### src/sv/ccdm_pkg.sv
// Shared types and constants for the character-class automaton matcher.
// No dependencies; imported by every module of the block but ccdm_ram.
`timescale 1ns / 1ps

package ccdm_pkg;

  // Default table geometry
  localparam int NODE_COUNT_DEF     = 16;
  localparam int LINKS_PER_NODE_DEF = 4;

  // Fixed field widths of the stream and config words
  localparam int NODE_FW  = 4;
  localparam int KIND_FW  = 3;
  localparam int BYTE_FW  = 8;
  localparam int SLOT_FW  = 2;
  localparam int MODE_FW  = 2;
  localparam int MASK_FW  = 16;
  localparam int IN_DW    = 40;
  localparam int OUT_DW   = 8;
  localparam int CFG_IDXW = 1;
  localparam int CFG_DW   = 16;

  // Packed class entry: kind, low bound, high bound
  localparam int CLASS_W = KIND_FW + 2 * BYTE_FW;
  // Packed link entry: valid flag, target node
  localparam int LINK_W  = NODE_FW + 1;

  typedef enum logic [MODE_FW-1:0] {
    MODE_CLASS   = 2'd0,
    MODE_LINK    = 2'd1,
    MODE_CHAR    = 2'd2,
    MODE_RESTART = 2'd3
  } mode_t;

  typedef enum logic [KIND_FW-1:0] {
    KIND_NEVER   = 3'd0,
    KIND_ANY     = 3'd1,
    KIND_EXACT   = 3'd2,
    KIND_INSIDE  = 3'd3,
    KIND_OUTSIDE = 3'd4
  } kind_t;

  typedef enum logic [CFG_IDXW-1:0] {
    REG_START_NODE = 1'd0,
    REG_END_MASK   = 1'd1
  } reg_idx_t;

  typedef struct packed {
    logic [KIND_FW-1:0] kind;
    logic [BYTE_FW-1:0] low;
    logic [BYTE_FW-1:0] high;
  } class_t;

  typedef struct packed {
    logic               valid;
    logic [NODE_FW-1:0] target;
  } link_t;

endpackage

### src/sv/ccdm_ram.sv
// Generic single-write, single-read RAM with registered read data.
// No dependencies.
`timescale 1ns / 1ps

module ccdm_ram #(
  parameter int WIDTH = 8,
  parameter int DEPTH = 16
) (
  input  logic                     clk,
  input  logic                     we,
  input  logic [$clog2(DEPTH)-1:0] waddr,
  input  logic [WIDTH-1:0]         wdata,
  input  logic [$clog2(DEPTH)-1:0] raddr,
  output logic [WIDTH-1:0]         rdata
);

  logic [WIDTH-1:0] mem [DEPTH];

  always_ff @(posedge clk) begin
    if (we) begin
      mem[waddr] <= wdata;
    end
    rdata <= mem[raddr];
  end

endmodule

### src/sv/ccdm_class_cmp.sv
// Shared character-class compare unit: does a byte fall in a node's class.
// Depends on ccdm_pkg for the class entry type and kind codes.
`timescale 1ns / 1ps

module ccdm_class_cmp
  import ccdm_pkg::*;
(
  input  class_t              cls,
  input  logic [BYTE_FW-1:0]  char_byte,
  output logic                match
);

  logic ge_low;
  logic le_high;

  assign ge_low  = (char_byte >= cls.low);
  assign le_high = (char_byte <= cls.high);

  always_comb begin
    case (cls.kind)
      KIND_ANY:     match = 1'b1;
      KIND_EXACT:   match = (char_byte == cls.low);
      KIND_INSIDE:  match = ge_low && le_high;
      KIND_OUTSIDE: match = !ge_low || !le_high;
      default:      match = 1'b0; // never, and unused kinds
    endcase
  end

endmodule

### src/sv/char_class_dfa_matcher.sv
// Character-class automaton matcher. A character word holds the block through S_LINK and S_TEST
// for each link slot tried (the shared class compare sits behind two RAM reads), then S_DONE;
// when halted it goes straight to S_DONE. Its result is put in the output register
// from S_DONE, which waits while the output register holds an earlier word not yet taken.
// Table, link and restart words give no word back; a new word is taken only once the last is done.
// rst_n starts a clearing pass over both tables, in_tready low; regs zero.
`timescale 1ns / 1ps

module char_class_dfa_matcher
  import ccdm_pkg::*;
#(
  parameter int NODE_COUNT     = NODE_COUNT_DEF,
  parameter int LINKS_PER_NODE = LINKS_PER_NODE_DEF
) (
  input  logic                clk,
  input  logic                rst_n,
  // configuration write port
  input  logic                cfg_we,
  input  logic [CFG_IDXW-1:0] cfg_idx,
  input  logic [CFG_DW-1:0]   cfg_wdata,
  // input stream
  input  logic                in_tvalid,
  output logic                in_tready,
  // tdata, low bit up: node_index[3:0], class_kind[6:4], class_low[14:7],
  // class_high[22:15], slot_index[24:23], link_target[28:25], link_valid[29],
  // char_byte[37:30], zero fill[39:38]
  input  logic [IN_DW-1:0]    in_tdata,
  // tuser: mode[1:0]
  input  logic [MODE_FW-1:0]  in_tuser,
  // result stream
  output logic                out_tvalid,
  input  logic                out_tready,
  // tdata, low bit up: current_node[3:0], halted[4], accepted[5], zero fill[7:6]
  output logic [OUT_DW-1:0]   out_tdata
);

  localparam int NODE_W     = $clog2(NODE_COUNT);
  localparam int SLOT_DEPTH = NODE_COUNT * LINKS_PER_NODE;
  localparam int SA_W       = $clog2(SLOT_DEPTH);
  localparam int SLOT_W     = (LINKS_PER_NODE > 1) ? $clog2(LINKS_PER_NODE) : 1;

  typedef enum logic [2:0] {
    S_CLEAR,  // zeroing both tables after reset
    S_IDLE,   // taking words
    S_LINK,   // link entry on the read port, fetch its target's class
    S_TEST,   // class entry on the read port, compare against the byte
    S_DONE    // result waiting for room in the output register
  } state_t;

  // ---------------------------------------------------------------------
  // Input word unpacking
  // ---------------------------------------------------------------------
  mode_t              in_mode;
  logic [NODE_FW-1:0] in_node;
  class_t             in_class;
  logic [SLOT_FW-1:0] in_slot;
  link_t              in_link;
  logic [BYTE_FW-1:0] in_byte;

  assign in_mode        = mode_t'(in_tuser);
  assign in_node        = in_tdata[3:0];
  assign in_class.kind  = in_tdata[6:4];
  assign in_class.low   = in_tdata[14:7];
  assign in_class.high  = in_tdata[22:15];
  assign in_slot        = in_tdata[24:23];
  assign in_link.target = in_tdata[28:25];
  assign in_link.valid  = in_tdata[29];
  assign in_byte        = in_tdata[37:30];

  // ---------------------------------------------------------------------
  // Registers
  // ---------------------------------------------------------------------
  state_t              state_r,     state_nxt;
  logic [SA_W-1:0]     clr_r,       clr_nxt;
  logic [SLOT_W-1:0]   slot_r,      slot_nxt;
  logic [NODE_FW-1:0]  present_r,   present_nxt;
  logic                stopped_r,   stopped_nxt;
  logic [BYTE_FW-1:0]  byte_r,      byte_nxt;
  logic                link_ok_r,   link_ok_nxt;
  logic [NODE_FW-1:0]  link_tgt_r,  link_tgt_nxt;
  logic [NODE_FW-1:0]  start_node_r;
  logic [MASK_FW-1:0]  end_mask_r;
  logic                out_valid_r, out_valid_nxt;
  logic [OUT_DW-1:0]   out_data_r,  out_data_nxt;

  // ---------------------------------------------------------------------
  // Tables: class per node, link entry per node and slot
  // ---------------------------------------------------------------------
  logic              cls_we;
  logic [NODE_W-1:0] cls_waddr, cls_raddr;
  class_t            cls_wdata, cls_rdata;
  logic              lnk_we;
  logic [SA_W-1:0]   lnk_waddr, lnk_raddr;
  link_t             lnk_wdata, lnk_rdata;

  ccdm_ram #(.WIDTH(CLASS_W), .DEPTH(NODE_COUNT)) u_class_ram (
    .clk   (clk),
    .we    (cls_we),
    .waddr (cls_waddr),
    .wdata (cls_wdata),
    .raddr (cls_raddr),
    .rdata (cls_rdata)
  );

  ccdm_ram #(.WIDTH(LINK_W), .DEPTH(SLOT_DEPTH)) u_link_ram (
    .clk   (clk),
    .we    (lnk_we),
    .waddr (lnk_waddr),
    .wdata (lnk_wdata),
    .raddr (lnk_raddr),
    .rdata (lnk_rdata)
  );

  // Shared compare unit, reused for every slot tried
  logic cmp_match;

  ccdm_class_cmp u_cmp (
    .cls       (cls_rdata),
    .char_byte (byte_r),
    .match     (cmp_match)
  );

  // ---------------------------------------------------------------------
  // Range checks and addresses
  // ---------------------------------------------------------------------
  logic            in_node_ok;
  logic            in_slot_ok;
  logic            present_ok;
  logic            rd_tgt_ok;
  logic            last_slot;
  logic            in_acc;
  logic [31:0]     rd_slot_sel;

  assign in_node_ok = (32'(in_node) < NODE_COUNT);
  assign in_slot_ok = (32'(in_slot) < LINKS_PER_NODE);
  assign present_ok = (32'(present_r) < NODE_COUNT);
  assign rd_tgt_ok  = (32'(lnk_rdata.target) < NODE_COUNT);
  assign last_slot  = (32'(slot_r) == LINKS_PER_NODE - 1);

  assign in_tready  = (state_r == S_IDLE);
  assign in_acc     = in_tvalid && in_tready;

  // slot 0 when a character starts, else the slot after the one under test
  assign rd_slot_sel = (state_r == S_IDLE) ? 32'd0 : 32'(slot_r) + 32'd1;
  assign lnk_raddr   = SA_W'(32'(present_r) * LINKS_PER_NODE + rd_slot_sel);
  assign cls_raddr   = NODE_W'(lnk_rdata.target);

  // Write ports: clearing pass, or load words
  always_comb begin
    cls_we    = 1'b0;
    cls_waddr = NODE_W'(in_node);
    cls_wdata = in_class;
    lnk_we    = 1'b0;
    lnk_waddr = SA_W'(32'(in_node) * LINKS_PER_NODE + 32'(in_slot));
    lnk_wdata = in_link;
    if (state_r == S_CLEAR) begin
      cls_we    = (32'(clr_r) < NODE_COUNT);
      cls_waddr = NODE_W'(clr_r);
      cls_wdata = '0;
      lnk_we    = 1'b1;
      lnk_waddr = clr_r;
      lnk_wdata = '0;
    end else if (in_acc) begin
      cls_we = (in_mode == MODE_CLASS) && in_node_ok;
      lnk_we = (in_mode == MODE_LINK) && in_node_ok && in_slot_ok;
    end
  end

  // ---------------------------------------------------------------------
  // Sequencer
  // ---------------------------------------------------------------------
  always_comb begin
    state_nxt     = state_r;
    clr_nxt       = clr_r;
    slot_nxt      = slot_r;
    present_nxt   = present_r;
    stopped_nxt   = stopped_r;
    byte_nxt      = byte_r;
    link_ok_nxt   = link_ok_r;
    link_tgt_nxt  = link_tgt_r;
    out_valid_nxt = out_valid_r;
    out_data_nxt  = out_data_r;

    if (out_valid_r && out_tready) begin
      out_valid_nxt = 1'b0;
    end

    unique case (state_r)
      S_CLEAR: begin
        clr_nxt = clr_r + 1'b1;
        if (32'(clr_r) == SLOT_DEPTH - 1) begin
          state_nxt = S_IDLE;
        end
      end
      S_IDLE: begin
        if (in_acc) begin
          unique case (in_mode)
            MODE_RESTART: begin
              present_nxt = start_node_r;
              stopped_nxt = 1'b0;
            end
            MODE_CHAR: begin
              byte_nxt = in_byte;
              slot_nxt = '0;
              // halted, or a start node past the table: nothing to walk
              if (stopped_r || !present_ok) begin
                stopped_nxt = 1'b1;
                state_nxt   = S_DONE;
              end else begin
                state_nxt = S_LINK;
              end
            end
            default: ; // table writes go straight to the RAMs
          endcase
        end
      end
      S_LINK: begin
        link_ok_nxt  = lnk_rdata.valid && rd_tgt_ok;
        link_tgt_nxt = lnk_rdata.target;
        state_nxt    = S_TEST;
      end
      S_TEST: begin
        if (link_ok_r && cmp_match) begin
          present_nxt = link_tgt_r;
          state_nxt   = S_DONE;
        end else if (last_slot) begin
          stopped_nxt = 1'b1;
          state_nxt   = S_DONE;
        end else begin
          slot_nxt  = slot_r + 1'b1;
          state_nxt = S_LINK;
        end
      end
      S_DONE: begin
        if (!out_valid_r || out_tready) begin
          out_valid_nxt = 1'b1;
          out_data_nxt  = {2'b00, end_mask_r[present_r], stopped_r, present_r};
          state_nxt     = S_IDLE;
        end
      end
      default: state_nxt = S_IDLE;
    endcase
  end

  always_ff @(posedge clk) begin
    if (!rst_n) begin
      state_r     <= S_CLEAR;
      clr_r       <= '0;
      present_r   <= '0;
      stopped_r   <= 1'b0;
      out_valid_r <= 1'b0;
    end else begin
      state_r     <= state_nxt;
      clr_r       <= clr_nxt;
      present_r   <= present_nxt;
      stopped_r   <= stopped_nxt;
      out_valid_r <= out_valid_nxt;
    end
    slot_r     <= slot_nxt;
    byte_r     <= byte_nxt;
    link_ok_r  <= link_ok_nxt;
    link_tgt_r <= link_tgt_nxt;
    out_data_r <= out_data_nxt;
  end

  // ---------------------------------------------------------------------
  // Configuration registers
  // ---------------------------------------------------------------------
  always_ff @(posedge clk) begin
    if (!rst_n) begin
      start_node_r <= '0;
      end_mask_r   <= '0;
    end else if (cfg_we) begin
      unique case (reg_idx_t'(cfg_idx))
        REG_START_NODE: start_node_r <= cfg_wdata[NODE_FW-1:0];
        REG_END_MASK:   end_mask_r   <= cfg_wdata[MASK_FW-1:0];
        default: ;
      endcase
    end
  end

  assign out_tvalid = out_valid_r;
  assign out_tdata  = out_data_r;

endmodule

### config.mk
export PLATFORM = sky130hd
export DESIGN_NAME = char_class_dfa_matcher
export DESIGN_NICKNAME = d
export VERILOG_FILES = /design/src/sv/ccdm_pkg.sv /design/src/sv/ccdm_ram.sv /design/src/sv/ccdm_class_cmp.sv /design/src/sv/char_class_dfa_matcher.sv
export SDC_FILE = /design/constraint.sdc
export NUM_CORES = 1
export LEC_CHECK = 0
export BUFFER_PORTS_ARGS = -buffer_cell sky130_fd_sc_hd__buf_2
export CORE_ASPECT_RATIO = 1.4
export CORE_MARGIN = 8
export CORE_UTILIZATION = 65
export CTS_CLUSTER_DIAMETER = 60
export DETAILED_ROUTE_END_ITERATION = 6
export GPL_ROUTABILITY_DRIVEN = 0
export PLACE_DENSITY = 0.8
export SYNTH_ARGS = -nofsm -noshare
export SYNTH_HDL_FRONTEND = slang
export SYNTH_SLANG_ARGS = --single-unit
export TNS_END_PERCENT = 10
### constraint.sdc
create_clock -name clk -period 8.9 [get_ports clk]
set_input_delay 0.89 -clock clk [delete_from_list [all_inputs] [get_ports clk]]
set_output_delay 0.89 -clock clk [all_outputs]
set_load 0.005 [all_outputs]
==> results of run 1 <==
## flip-flops by register name (all words and copies together) (netlist names), 4 cells and up
| register | count |
|---|---|
| out_tdata | 6 |
| end_mask_r | 16 |
| present_r | 4 |
| u_link_ram.mem | 320 |
| link_tgt_r | 4 |
| u_class_ram.rdata | 19 |
| byte_r | 8 |
| u_class_ram.mem | 304 |
| start_node_r | 4 |
| clr_r | 6 |
| u_link_ram.rdata | 5 |
## area by class of cell
cell class                      instances  area [µm²]  share of cell area (%)
Multi-Input combinational cell        914        7540                    24.0
Sequential cell                       704       20600                    65.3
Tap cell                              558         698                    2.22
Timing Repair Buffer                   88         488                    1.55
Clock inverter                         40         474                    1.51
Antenna cell                            4        10.0                  0.0318
Inverter                               23        88.8                   0.282
Clock buffer                           71        1620                    5.13
## power by group through the flow
stage	clock network [mW]	registers, mW	logic, mW
4_1_cts	2.77	3.64	0.175
3_5_place_dp	0	3.71	0.172
3_3_place_gp	0	3.71	0.166
6_report	2.75	3.64	0.176
2_1_floorplan	0	3.70	0.112
5_1_grt	2.89	3.65	0.187
## synthesized netlist by cell type (all sizes together), types with 2 or more instances
cell type and number:
o211ai 8, inv 23, mux2 28, edfxtp 645, o31a 4, nor3 28, dfxtp 59, clkbuf 55
mux2i 63, buf 48, o21ai 57, a32oi 3, nand4 16, o22ai 27, nor3b 9, and3 3
or3 9, nor2 119, nand2 152, mux4 107, nor2b 16, a221o 2, nand2b 9, o221ai 5
o21a 2, a31oi 4, and2 35, o32ai 7, ha 20, xnor2 5, a21oi 45, o311ai 11
nand3b 5, a221oi 23, o31ai 4, a21boi 17, nand3 34, a211oi 16, or4 7
## placed cells by master (no fill, tap or decap), drive strengths merged, types with 17 or more instances in the layout
| cell | n |
|---|---|
| buf | 88 |
| o21ai | 57 |
| mux4 | 107 |
| and2 | 35 |
| a21boi | 17 |
| edfxtp | 645 |
| mux2 | 28 |
| nand3 | 34 |
| dfxtp | 59 |
| o22ai | 27 |
| inv | 25 |
| clkbuf | 71 |
| a221oi | 23 |
| ha | 20 |
| mux2i | 63 |
| clkinv | 24 |
| nor2 | 119 |
| nor3 | 28 |
| a21oi | 45 |
| nand2 | 152 |
## path summary, 6_finish.rpt
kind                                  to  slack [ps]  cells past startpoint                        from
min           end_mask_r[7]$_SDFFE_PN0P_         470                      2  end_mask_r[7]$_SDFFE_PN0P_
min reg2reg   end_mask_r[7]$_SDFFE_PN0P_         470                      2  end_mask_r[7]$_SDFFE_PN0P_
max reg2reg  u_link_ram.rdata[1]$_DFF_P_        4110                     11     state_r[0]$_SDFFE_PN0P_
max          u_link_ram.rdata[1]$_DFF_P_        4110                     11     state_r[0]$_SDFFE_PN0P_
## logic make-up (layout without fill, tap and decap cells)
group	after synthesis	in the layout	synth area share, %
buf+inv	126	222	2.09
other cells	1	6	0.0131
mux	198	198	11.7
fa+ha+maj	20	20	0.876
xor+xnor	5	5	0.153
simple gates	446	446	7.34
compound gates	243	243	5.83
flops	704	704	72.0
## worst min-delay path, stage by stage, from the launching register on
cell and delay (ps):
dfxtp_1 310, nand2_1 50, a21boi_0 60
## routing by layer
| metal | global-route usage (%) | wire [µm] |
|---|---|---|
| met5 | 0 | 0 |
| met1 | 29.4 | 22100 |
| met2 | 47.4 | 36300 |
| met4 | 14.3 | 3830 |
| met3 | 3.77 | 4450 |
## metrics by stage
| step | std cells | total power [mW] |
|---|---|---|
| final | 2402 | 6.57 |
| after global routing | 2402 | 6.73 |
| after CTS | 2398 | 6.59 |
| after detailed placement | 2287 | 3.89 |
| after global placement | 2287 | 3.88 |
| after floorplan | 1744 | 3.81 |
==> impl_metrics.toml, run 1 <==
[drt]
ant_nets = 0
drtIter0Drc = 1699
viasPerCell = 6.70
drt-pass1-iter-count = 5
drc = 0
wl_per_cell_um = 27.7
vias = 16100
wirelength_um = 66600

[power_and_ir_drop]
irDropWorstVdd_mv = 0.199
p_sw_mw = 1.30
power.internal_mw = 5.28
swShare_pct = 19.7
leakage_nw = 10.5
clock_power_share_pct = 41.9
pwr-share-seq_pct = 55.4
combinationalPowerShare_pct = 2.7
p_per_area_mw_per_mm2 = 209

[critical_path]
path_buf_inv = 2
criticalPathCategory = "flip-flop to flip-flop"
endpoint_kind = "flip-flop"
cpLargestDelayFamily = "simple AND/OR/NAND/NOR gates"
cp-start-kind = "flip-flop"
required_ps = 9370
critPathMaxStageDelay_ps = 710
arrival_ps = 5260
cp_max_fo = 58
worstPathCellList = "or3b_4, and2_1, ha_1, ha_2, buf_4, inv_1, nor2_1, nand2_1, nand4_1, nor3_1, or4_1"
slowest_stage = "or3b_4"

[die]
rows = 91
die_w_um = 193
die_y_um = 264
num_io_pins = 74
dieArea_mm2 = 0.0510
coreArea_mm2 = 0.0437
start_util_pct = 65.3

[global_routing]
grt_use_total_pct = 26.3
antenna_found_initial = 4
grt_max_degree = 65
grt_pass1_wl_um = 98800
grt_pass1_vias = 16600
overflow = 0

[cts]
htree_levels = 2
numClockSinks = 704
cts-root-buf = "clkbuf_16"
postCtsSetupBuffers = 0
hold_buffers = 0
clockBufferDepth = 3
clk_latency_ps = 610
cts_repair_resize_count = 0
clk_pin_slew_ps = 70
cts_tree = "done"
cts_buffers = 60

[synthesis]
syn_avg_cell_area_um2 = 16.4
netlist_area_mm2 = 0.0286
async_reset_ff_share_pct = 0
synth.distinct_cells = 65
ys_seq_elements = 704
yosysTopAreaCell = "edfxtp_1"
synth_top_area_share_pct = 67.8
seq_area_frac_synth_pct = 72.0
synth_area_leaders = "edfxtp_1, mux4_2, dfxtp_1"
ys.flop_type = "edfxtp_1"
syn_inst = 1743
synth_edf_count = 645
yosysWarningCount = 0

[place]
pre_cts_ws_ps = 4230
portBuffers = 69
dp_hpwl_um = 40100
placed_cell_area_mm2 = 0.0294

[job]
maxCapViolCount = 0

[timing]
worst_pin_slew_ps = 1080
period_share_pct = 53.8
slew_violations = 0
timing.fmax_mhz = 209
final.setup_skew_ps = 26.8
tns_ps = 0
fin_crit_ps = 4790
hold_viol = 0
rsz0062_at_grt = "false"
maxSlewHeadroom_pct = 27.1
worst_hold_slack_ps = 466
setup_ws_ps = 4110
setup_viol = 0

[layout]
final_area_mm2 = 0.0315
num-nets-final = 1875
utilization_pct = 72.0
area_growth_pct = 10.2
drive_gt1_share_pct = 19.8
fillers = 2648

[outcome]
status = "completed"

[worst_hold_path]
hp-class = "flip-flop to flip-flop"
(Power assumes the default switching activity.)
==> run 2, diff against run 1 <==
- CORE_UTILIZATION: 65 -> 62
- PLACE_DENSITY: 0.8 -> 0.77
- clock period: 8.9 -> 4.8 ns (I/O delays scaled with it)
==> impl_metrics.toml, run 2 (synthesis results as in run 1) <==
[outcome]
status = "completed"

[timing]
maxSlewHeadroom_pct = 18.9
slew_violations = 0
hold_viol = 0
tns_ps = 0
rsz0062_at_grt = "false"
fin_crit_ps = 3890
timing.fmax_mhz = 257
worst_pin_slew_ps = 1220
period_share_pct = 81.0
final.setup_skew_ps = 15.5
setup_viol = 0

[cts]
cts_tree = "done"
clockBufferDepth = 3
clk_latency_ps = 600
cts_buffers = 61
htree_levels = 2
hold_buffers = 0
clk_pin_slew_ps = 70
numClockSinks = 704
cts-root-buf = "clkbuf_16"
cts_repair_resize_count = 0
postCtsSetupBuffers = 0

[global_routing]
overflow = 0
grt_util_met2_pct = 43.2
antenna_found_initial = 7
grt_use_total_pct = 24.2
grt_util_met3_pct = 3.08
grt_pass1_vias = 16200
grt_max_degree = 78
gr-usage-met1_pct = 27.6
grt_busiest_layer = "met2"
grt_pass1_wl_um = 96600

[drt]
vias = 15900
viasPerCell = 6.40
wl_per_cell_um = 26.0
ant_nets = 0
wirelength_um = 64500
drc = 0
drt-pass1-iter-count = 6
drtIter0Drc = 1420

[die]
start_util_pct = 62.5
die_w_um = 197
rows = 93
die_y_um = 270
coreArea_mm2 = 0.0457
dieArea_mm2 = 0.0533
num_io_pins = 74

[layout]
largest_reg_flops = 320
drive_gt1_share_pct = 20.5
mostFrequentLayoutCells = "edfxtp_1, nand2_1, mux4_2"
num-nets-final = 1893
area_growth_pct = 11.0
final_common_cell = "edfxtp_1"
stdcell_count = 2482
reg_top3 = "u_link_ram.mem x320, u_class_ram.mem x304, u_class_ram.rdata x19"
regMostFlops = "u_link_ram.mem"

[job]
maxCapViolCount = 0

[place]
portBuffers = 69
dpl.cell_count = 2363
dp_hpwl_um = 39600

[critical_path]
required_ps = 5280
cp_max_fo = 30
cp-start-kind = "flip-flop"
endpoint_kind = "flip-flop"
arrival_ps = 4370
criticalPathCategory = "flip-flop to flip-flop"

[power_and_ir_drop]
p_per_area_mw_per_mm2 = 388
fin_total_pwr_mw = 12.3
irDropWorstVdd_mv = 0.333
leakage_nw = 10.6

[worst_hold_path]
hp-class = "input pin to flip-flop"
-- run 2: cell type report --
type | instances | area (µm²)
Sequential cell | 704 | 20600
Fill cell | 2877 | 14000
Multi-Input combinational cell | 914 | 7480
Clock buffer | 75 | 1640
Tap cell | 617 | 772
Timing Repair Buffer | 105 | 628
Clock inverter | 37 | 518
Inverter | 23 | 88.8
Antenna cell | 7 | 17.5
-- run 2: stage by stage --
step	worst slack (ps)	area [µm²]	utilization, %	hold slack, ps
global placement	1110	29500	64.6	448
detailed placement	994	29500	64.6	463
global route	680	31700	69.3	43.4
floorplan	1220	28600	-	386
CTS	961	31700	69.3	36.8
finish	913	31700	69.3	75.6
-- run 2: per-layer routing --
metal	up-vias	share of wire, %
met5	-	0
li1	6978	-
met1	7980	35
met3	212	6.0
met2	718	54
met4	0	5.8
-- run 2: path summary, 6_finish.rpt --
| check | start | end | slack [ps] | cells past startpoint |
|---|---|---|---|---|
| min | in_tdata[34] | byte_r[4]$_DFFE_PP_ | 80 | 1 |
| max reg2reg | state_r[0]$_SDFFE_PN0P_ | u_link_ram.rdata[4]$_DFF_P_ | 910 | 9 |
| min reg2reg | end_mask_r[14]$_SDFFE_PN0P_ | end_mask_r[14]$_SDFFE_PN0P_ | 470 | 2 |
| max | state_r[0]$_SDFFE_PN0P_ | u_link_ram.rdata[4]$_DFF_P_ | 910 | 9 |
-- run 2: critical path, stage by stage (launching register included) --
cell	delay, ps
dfxtp_1	470
or3b_4	560
and2_1	220
ha_1	1010
nand2_1	440
a221oi_1	390
a21oi_1	120
o311ai_1	100
o21ai_0	120
or3_1	330
-- run 2: power breakdown --
group          internal, mW  leakage, nW  total, mW  switching, mW
combinational         0.136         2.87      0.323          0.187
sequential             6.71         6.68       6.75         0.0454
clock                  3.12         1.06       5.23           2.11
==> run 3, diff against run 2 <==
- ABC_AREA: unset -> 1
- CORE_UTILIZATION: 62 -> 56
- PLACE_DENSITY: 0.77 -> 0.73
- clock period: 4.8 -> 3.2 ns (I/O delays scaled with it)
==> impl_metrics.toml, run 3 <==
[outcome]
status = "completed"

[layout]
regMostFlops = "u_link_ram.mem"
reg_top3 = "u_link_ram.mem x320, u_class_ram.mem x304, u_class_ram.rdata x19"
multiInputGateArea_mm2 = 0.00741
num-nets-final = 2445
drive_gt1_share_pct = 14.6
largest_reg_flops = 320
mostFrequentLayoutCells = "edfxtp_1, o211ai_1, nand3_1"
area_growth_pct = 13.0
fillers = 3752
area.sequential_mm2 = 0.0206
stdcell_count = 3070
final_common_cell = "edfxtp_1"

[power_and_ir_drop]
p_per_area_mw_per_mm2 = 582
swShare_pct = 20.7
p_sw_mw = 3.96
clock_power_share_pct = 43.2
power.internal_mw = 15.2
leakage_nw = 11.7
irDropWorstVdd_mv = 0.530
pwr-share-seq_pct = 52.8
combinationalPowerShare_pct = 4.0

[synthesis]
ys_seq_elements = 704
synth_area_leaders = "edfxtp_1, o211ai_1, dfxtp_1"
synth_edf_count = 645
ys.flop_type = "edfxtp_1"
yosysWarningCount = 0
netlist_area_mm2 = 0.0292
yosysTopAreaCell = "edfxtp_1"
synth.distinct_cells = 45
syn_avg_cell_area_um2 = 12.9
async_reset_ff_share_pct = 0
synth_top_area_share_pct = 66.4
seq_area_frac_synth_pct = 70.4
synth_most_common_cell = "edfxtp_1"
syn_inst = 2260
yosys-top-cells-count = "edfxtp_1, o211ai_1, nand3_1"

[die]
num_io_pins = 74
die_w_um = 209
coreArea_mm2 = 0.0518
dieArea_mm2 = 0.0598
rows = 99
die_y_um = 286
start_util_pct = 56.4

[cts]
numClockSinks = 704
cts_buffers = 68
cts_repair_resize_count = 0
clk_pin_slew_ps = 60
cts-root-buf = "clkbuf_16"
cts_tree = "done"
clk_latency_ps = 620
clockBufferDepth = 3
htree_levels = 3

[critical_path]
worstPathCellList = "nor2_1, inv_2, nor2_4, buf_4, nand2_1, o21a_1, inv_1, nand3_1, nor2_1"
cp-start-kind = "flip-flop"
required_ps = 3460
critPathMaxStageDelay_ps = 480
path_common_cell = "nor2_1"
arrival_ps = 3100
endpoint_kind = "flip-flop"
cp_max_fo = 19
slowest_stage = "nor2_1"
criticalPathCategory = "flip-flop to flip-flop"

[timing]
timing.fmax_mhz = 352
maxSlewHeadroom_pct = 27.3
setup_viol = 0
worst_pin_slew_ps = 1090
slew_violations = 0
fin_crit_ps = 2840
rsz0062_at_grt = "false"
tns_ps = 0
hold_viol = 0
final.setup_skew_ps = 21.5
period_share_pct = 88.8

[drt]
drtIter0Drc = 1409
vias = 18200
drc = 0
wl_per_cell_um = 22.2
viasPerCell = 5.94
ant_nets = 0
wirelength_um = 68100
drt-pass1-iter-count = 5

[global_routing]
grt_max_degree = 81
grt_use_total_pct = 22.5
antenna_found_initial = 3
overflow = 0
grt_pass1_vias = 18800
grt_pass1_wl_um = 104000

[place]
dpl.cell_count = 2924
portBuffers = 69
dp_hpwl_um = 42300

[job]
maxCapViolCount = 0

[worst_hold_path]
hp-class = "input pin to flip-flop"
-- run 3: final timing paths --
path,from,to,slack [ps],cells after the start
max reg2reg,state_r[0]$_SDFFE_PN0P_,u_link_ram.mem[10][1]$_DFFE_PP_,360,9
max,state_r[0]$_SDFFE_PN0P_,u_link_ram.mem[10][1]$_DFFE_PP_,360,9
min reg2reg,u_link_ram.rdata[4]$_DFF_P_,link_ok_r$_DFFE_PN_,470,0
min,cfg_wdata[8],end_mask_r[8]$_SDFFE_PN0P_,30,3
-- run 3: power by group through the flow --
stage          clock [mW]  sequential (mW)  combinational [mW]
2_1_floorplan           0             10.3               0.474
3_3_place_gp            0             10.3               0.722
3_5_place_dp            0             10.3               0.747
4_1_cts              8.38             10.1               0.775
5_1_grt              8.72             10.1               0.845
6_report             8.28             10.1               0.771
-- run 3: cell families after synthesis --
kind of cell	share of synthesized area [%]
adders and majority gates	0.858
AOI/OAI and AO/OA	10.2
xor gates and xnor gates	0.0600
and+or+nand+nor	11.3
muxes	2.71
buffers and inverters	4.45
DFF	70.4
other	0.0129
-- run 3: cell type report --
cell class              count  area share (%)
multi-input cells        1247            22.5
flip-flops and latches    704            62.4
clock inverters            33            1.36
inverters                 177            2.02
repair buffers            163            3.63
well taps                 656            2.49
clock buffers              87            5.63
diodes                      3          0.0228
-- run 3: worst max-delay path, delay by kind of cell (launching register included) --
kind,cells,cell delay [ps]
simple gates,5,1360
buf+inv,3,570
flops,1,330
compound gates,1,220
-- run 3: routing by layer --
metal  GRT usage (%)  up-vias  routed length, µm
met5               0        -                  0
met4            12.7        0               3320
met3            3.05      176               3590
met2            42.2      670              36900
met1            24.2     8918              24300
li1                -     8461                  -
-- run 3: what timing repair did --
action,4_1_cts,5_1_grt
endpoints found under the hold margin,26,0
hold buffers,23,0
setup buffers,0,0
-- run 3: metrics by stage --
| step | instance area [µm²] | setup WS [ps] | hold slack [ps] | total power [mW] | utilization, % |
|---|---|---|---|---|---|
| floorplan | 29200 | 296 | 386 | 10.8 | - |
| global placement | 30400 | 450 | 451 | 11.0 | 58.8 |
| detailed placement | 30400 | 375 | 459 | 11.1 | 58.8 |
| CTS | 33000 | 337 | 11.8 | 19.3 | 63.7 |
| global route | 33000 | 187 | 15.9 | 19.7 | 63.7 |
| finish | 33000 | 359 | 33.2 | 19.2 | 63.7 |
